<file path="src/hw/rtl/rc4_pkg.sv">
`default_nettype none

package rc4_pkg;

    localparam int BYTE_W     = 8;
    localparam int PERM_DEPTH = 256;
    localparam int PERM_AW    = 8;

    // s_tuser codes
    localparam logic FUNC_KEY  = 1'b0;
    localparam logic FUNC_DATA = 1'b1;

    typedef enum logic [3:0] {
        ST_INIT,
        ST_IDLE,
        ST_RD_J,
        ST_SWAP1,
        ST_SWAP2,
        ST_K_RD,
        ST_K_J,
        ST_K_W1,
        ST_K_W2
    } state_t;

    // one access cycle on the permutation memory
    typedef struct packed {
        logic                we;
        logic [PERM_AW-1:0]  waddr;
        logic [BYTE_W-1:0]   wdata;
        logic [PERM_AW-1:0]  raddr;
    } perm_req_t;

endpackage

`default_nettype wire

</file>
<file path="src/hw/rtl/rc4_ram.sv">
`default_nettype none

module rc4_ram #(
    parameter int DATA_W = 8,
    parameter int ADDR_W = 8,
    parameter int DEPTH  = 256
) (
    input  wire logic              clk,
    input  wire logic              wr_en,
    input  wire logic [ADDR_W-1:0] wr_addr,
    input  wire logic [DATA_W-1:0] wr_data,
    input  wire logic [ADDR_W-1:0] rd_addr,
    output logic      [DATA_W-1:0] rd_data
);

    logic [DATA_W-1:0] mem [DEPTH];
    logic [DATA_W-1:0] rd_data_reg;

    // read returns the old contents on a same-address write
    always_ff @(posedge clk) begin
        if (wr_en) begin
            mem[wr_addr] <= wr_data;
        end
        rd_data_reg <= mem[rd_addr];
    end

    assign rd_data = rd_data_reg;

endmodule

`default_nettype wire

</file>
<file path="src/hw/rtl/rc4_perm_mem.sv">
`default_nettype none

module rc4_perm_mem (
    input  wire logic                          aclk,
    input  wire logic                          aresetn,
    input  wire rc4_pkg::perm_req_t            req,
    output logic      [rc4_pkg::BYTE_W-1:0]    rd_data
);

    logic [rc4_pkg::BYTE_W-1:0] ram_q;
    logic                       hit_reg;
    logic [rc4_pkg::BYTE_W-1:0] fwd_data_reg;

    rc4_ram #(
        .DATA_W (rc4_pkg::BYTE_W),
        .ADDR_W (rc4_pkg::PERM_AW),
        .DEPTH  (rc4_pkg::PERM_DEPTH)
    ) u_ram (
        .clk     (aclk),
        .wr_en   (req.we),
        .wr_addr (req.waddr),
        .wr_data (req.wdata),
        .rd_addr (req.raddr),
        .rd_data (ram_q)
    );

    // forward a write that lands on the entry read in the same cycle
    always_ff @(posedge aclk) begin
        if (!aresetn) begin
            hit_reg <= 1'b0;
        end else begin
            hit_reg <= req.we && (req.waddr == req.raddr);
        end
        fwd_data_reg <= req.wdata;
    end

    assign rd_data = hit_reg ? fwd_data_reg : ram_q;

endmodule

`default_nettype wire

</file>
<file path="config.mk">
export PLATFORM = sky130hd
export DESIGN_NAME = rc4_perm_mem
export DESIGN_NICKNAME = d
export VERILOG_FILES = /design/src/hw/rtl/rc4_pkg.sv /design/src/hw/rtl/rc4_ram.sv /design/src/hw/rtl/rc4_perm_mem.sv
export SDC_FILE = /design/constraint.sdc
export NUM_CORES = 2
export LEC_CHECK = 0
export ABC_CLOCK_PERIOD_IN_PS = 2560
export BUFFER_PORTS_ARGS = -buffer_cell sky130_fd_sc_hd__buf_4
export CORE_ASPECT_RATIO = 0.6
export CORE_MARGIN = 2
export CORE_UTILIZATION = 60
export DETAILED_ROUTE_END_ITERATION = 16
export GPL_TIMING_DRIVEN = 1
export PLACE_DENSITY_LB_ADDON = 0.25
export SLEW_MARGIN = 30
export SYNTH_ARGS = -nofsm -noshare
export SYNTH_HDL_FRONTEND = slang
export SYNTH_SLANG_ARGS = --single-unit
</file>
<file path="constraint.sdc">
create_clock -name aclk -period 2.56 [get_ports aclk]
set_input_delay 0.128 -clock aclk [delete_from_list [all_inputs] [get_ports aclk]]
set_output_delay 0.128 -clock aclk [all_outputs]
set_load 0.01 [all_outputs]
</file>
==> metrics list <==
- CTS HTree Levels: 4
- Die Wd: 476 um
- Post-CTS clock slew at the launch and capture registers of the worst setup and hold paths: 0.06 ns
- Vertical extent of the die: between 200 and 300 um
* LEAKAGE: 30.4 nW
- The library cell used most frequently in the layout, excluding fill and tap cells, is sky130_fd_sc_hd__edfxtp_1.
- Headroom to the max-slew limit came out at 29.1%.
- Number of flip-flops under the largest register name: 2048
- Worst Path Max Fanout: 1
- Kind of end point of the critical path: flop
- The first global-routing pass estimated between 300000 and 400000 um of wire.
* Setup Crit Path Kind: reg2reg
* Pins Over Slew Limit: 0
- In this run the worst setup path begins at u_ram.mem[158][4].
- Yosys cell types: 66
* Clock Skew: 0.0325 ns
- Cell Area, Synth: 80300 sq um
* Clock period minus final worst setup slack: 2.53 ns
- In this run the post-CTS setup repair buffer count came out at 0.
- Number of stages on the worst hold path: 3
- Gr ovfl total: 0
- Summed over its instances, the top area cell type makes up 76.6% of the synthesized netlist area.
- R2R Path End: u_ram.rd_data[4]
* Starting density of the core: 60.8%
- Number of max-capacitance violations reported: 0
- Power comes to 68.2 mW.
- The startpoint identified for the worst hold timing path is req[24].
* Number of enable flip-flop cells after synthesis: around 2.0k
- Total number of nets in the final design: 4561
- The total count of hold-check failures in the final report was 0.
- For this run, the top clock speed supported by timing is around 400 MHz.
* Count of pins on the block boundary: 35
- Port buffering added 34 buffers.
- Yosys synthesis warning count: 0
- In this run the power spent charging and discharging nets is 14.4 mW.
- Part of the power in combinational logic: 6.0%
- Entering global routing, the biggest net connects 105 pins.
- Clock group share of total power: roughly two fifths
* Cell Int Power: 53.7 mW
- Final hold analysis gives a worst-case slack of 0.0442 ns.
- Std-Cell Rows: 103
* CTS max path bufs: 3
* Synthesized Nets: 3911
- Clock tree from TritonCTS: built
* Biggest area consumer among synthesized cells: sky130_fd_sc_hd__edfxtp_1
* Required time at the worst-slack endpoint: 3.26 ns
- Core region area: between 100000 and 150000 sq um
- Setup repair after global routing left no endpoint under its margin.
- Flip-flop cell with the highest count after synthesis: sky130_fd_sc_hd__edfxtp_1
- FFs w/ async S/R, synth: 0%
* Fraction of layout cells with a size suffix above 1: 29.8%
- The final layout contains routed wiring with a total length of 212000 um.
- Area contributors post-synth: sky130_fd_sc_hd__edfxtp_1 77%, sky130_fd_sc_hd__mux4_2 12%, sky130_fd_sc_hd__mux2i_1 2.2%
- Buffer type at the clock tree root: sky130_fd_sc_hd__clkbuf_16
* Cells after Synth: approximately 4k
- Number of CTS-inserted buffers: 177
- The detail route stage leaves a number of antenna-violating nets equal to 0.
- The run finished with clean final reports.
- Largest voltage drop on the vdd net: between 0.0007 and 0.0008 V
- Number of global-route vias before repair: approximately 42k
- The later pin in the worst-skew pair is clocked with a latency of between 0.8 and 0.9 ns.
* Pwr per Cell Area: 733 nW/um^2
* Area enclosed by the die boundary: about 140000 sq um
- For flop-to-flop paths, the worst setup slack is 0.03 ns.
- Count of TritonRoute iterations in the first routing pass: 7
- Net switching is roughly a fifth of the power.
- Detailed router's first-iteration violation count: roughly 7.4k
- Total half-perimeter wirelength after legalization and detailed placement: 139000 um
- In this run the critical register-to-register path is launched from u_ram.mem[158][4].
- Flop pwr share: 54.7%
* Vias per Instance: 6.75
- Slew of the pin with the lowest slew margin: between 1 and 1.5 ns
- Global routing used 31.3% of the available tracks.
- The number of antenna violations at the first check in global routing was 10.
- After detailed routing, the number of remaining DRC violations is 0.
* Data arrival at the endpoint of the critical path: 3.23 ns
- The average instance in the mapped netlist occupies between 20 and 25 sq um.
- STA classifies the critical path startpoint as a flop.
- Routability congestion estimate from global placement: just over 0.9
- For this run, the register share of the synthesized area comes to about 77%.
- Period utilisation layout: 98.9%
- The min-delay analysis places its worst path in the category in2reg.
* Cell count of the worst reg-to-reg path: 8
* Number of flip-flops and latches in the synthesized netlist: 2065
- Dividing the detail-routed wire length by the instance count gives between 30 and 40 um.
- The worst hold path terminates at u_ram.mem[134][7].
- Most used cells in the layout excluding fill and tap cells: 2048 x sky130_fd_sc_hd__edfxtp_1, 626 x sky130_fd_sc_hd__buf_4, 411 x sky130_fd_sc_hd__mux4_2
- The area growth from synthesis to layout is 15.8%.
* Total via count after detailed routing: 43.7k
- Setup violations remaining at the end of the flow were counted as 0.
- Num Clock Sinks: 2065
==> power by group through the flow <==
stage | sequential, mW | clock (mW) | combinational [mW]
5_1_grt | 37.3 | 28.3 | 4.29
4_1_cts | 37.3 | 27.0 | 4.05
3_5_place_dp | 38.0 | 0 | 4.01
2_1_floorplan | 38.0 | 0 | 1.91
3_3_place_gp | 38.0 | 0 | 3.94
6_report | 37.3 | 26.8 | 4.12
==> through the flow <==
stage          instance area (sq um)  setup WS (ns)  std cells  TNS [ns]  util, %
4_1_cts                        93000         0.0739       6463         0     70.3
2_1_floorplan                  80300          0.589       3884         0        -
6_report                       93000         0.0294       6469         0     70.4
3_3_place_gp                   87100         -0.662       6124     -3.30     65.9
5_1_grt                        93000        0.00580       6464         0     70.4
3_5_place_dp                   87200         -0.622       6124     -3.25     65.9
==> worst max-delay path: stages (launching register included) <==
cell and delay [ns]:
sky130_fd_sc_hd__edfxtp_1 0.42, sky130_fd_sc_hd__mux4_2 0.53, sky130_fd_sc_hd__a22o_1 0.26, sky130_fd_sc_hd__o21ai_0 0.19, sky130_fd_sc_hd__buf_4 0.16, sky130_fd_sc_hd__o21ai_0 0.19
sky130_fd_sc_hd__nor3_1 0.41, sky130_fd_sc_hd__buf_4 0.21, sky130_fd_sc_hd__nor4_1 0.05
==> cell usage after synthesis (29+ instances only) <==
| cell | number |
|---|---|
| sky130_fd_sc_hd__o221ai_1 | 33 |
| sky130_fd_sc_hd__a22oi_1 | 119 |
| sky130_fd_sc_hd__a21oi_1 | 88 |
| sky130_fd_sc_hd__buf_6 | 29 |
| sky130_fd_sc_hd__mux4_2 | 411 |
| sky130_fd_sc_hd__nand2_1 | 63 |
| sky130_fd_sc_hd__o21ai_0 | 41 |
| sky130_fd_sc_hd__buf_4 | 36 |
| sky130_fd_sc_hd__clkbuf_1 | 95 |
| sky130_fd_sc_hd__mux2i_1 | 175 |
| sky130_fd_sc_hd__o22ai_1 | 41 |
| sky130_fd_sc_hd__a211oi_1 | 43 |
| sky130_fd_sc_hd__buf_2 | 64 |
| sky130_fd_sc_hd__edfxtp_1 | 2048 |
| sky130_fd_sc_hd__nor2_1 | 280 |
| sky130_fd_sc_hd__nand3_1 | 39 |
==> worst max-delay path by stage <==
stage	end	slack, ns	cells past startpoint
after global placement	u_ram.rd_data[5]	-0.66	9
after CTS	u_ram.rd_data[3]	0.07	8
after global routing	u_ram.rd_data[5]	0.006	7
final	u_ram.rd_data[4]	0.03	8
after detailed placement	u_ram.rd_data[5]	-0.62	9
after floorplan	u_ram.rd_data[3]	0.59	8
==> repair_timing <==
| action | 4_1_cts | 5_1_grt |
|---|---|---|
| hold endpoints to repair | 439 | 0 |
| hold buffers | 16 | 0 |
| setup endpoints to repair | 1 | 3 |
| resized for setup | 1 | 3 |
==> logic make-up after synthesis <==
kind of cell,synth area share [%]
XOR/XNOR,0.0872
multiplexers,14.2
AO/OA/AOI/OAI,3.79
buffers and inverters,2.05
AND/OR/NAND/NOR,2.89
flip-flops,77.0
==> cell type report <==
| cell class | instances | area (sq um) |
|---|---|---|
| Sequential cell | 2065 | 61800 |
| Fill cell | 7878 | 39200 |
| Multi-Input combinational cell | 1566 | 16900 |
| Timing Repair Buffer | 718 | 6320 |
| Clock buffer | 228 | 4840 |
| Tap cell | 1785 | 2230 |
| Clock inverter | 95 | 851 |
| Inverter | 6 | 22.5 |
| Antenna cell | 6 | 15.0 |
==> metal layers <==
layer  share of wire [%]  track usage, %
met5               0.026               0
met2                  42            42.7
met1                  40            48.9
met3                  15            10.7
met4                 2.3            8.22
Power figures use the tool's default switching activity.
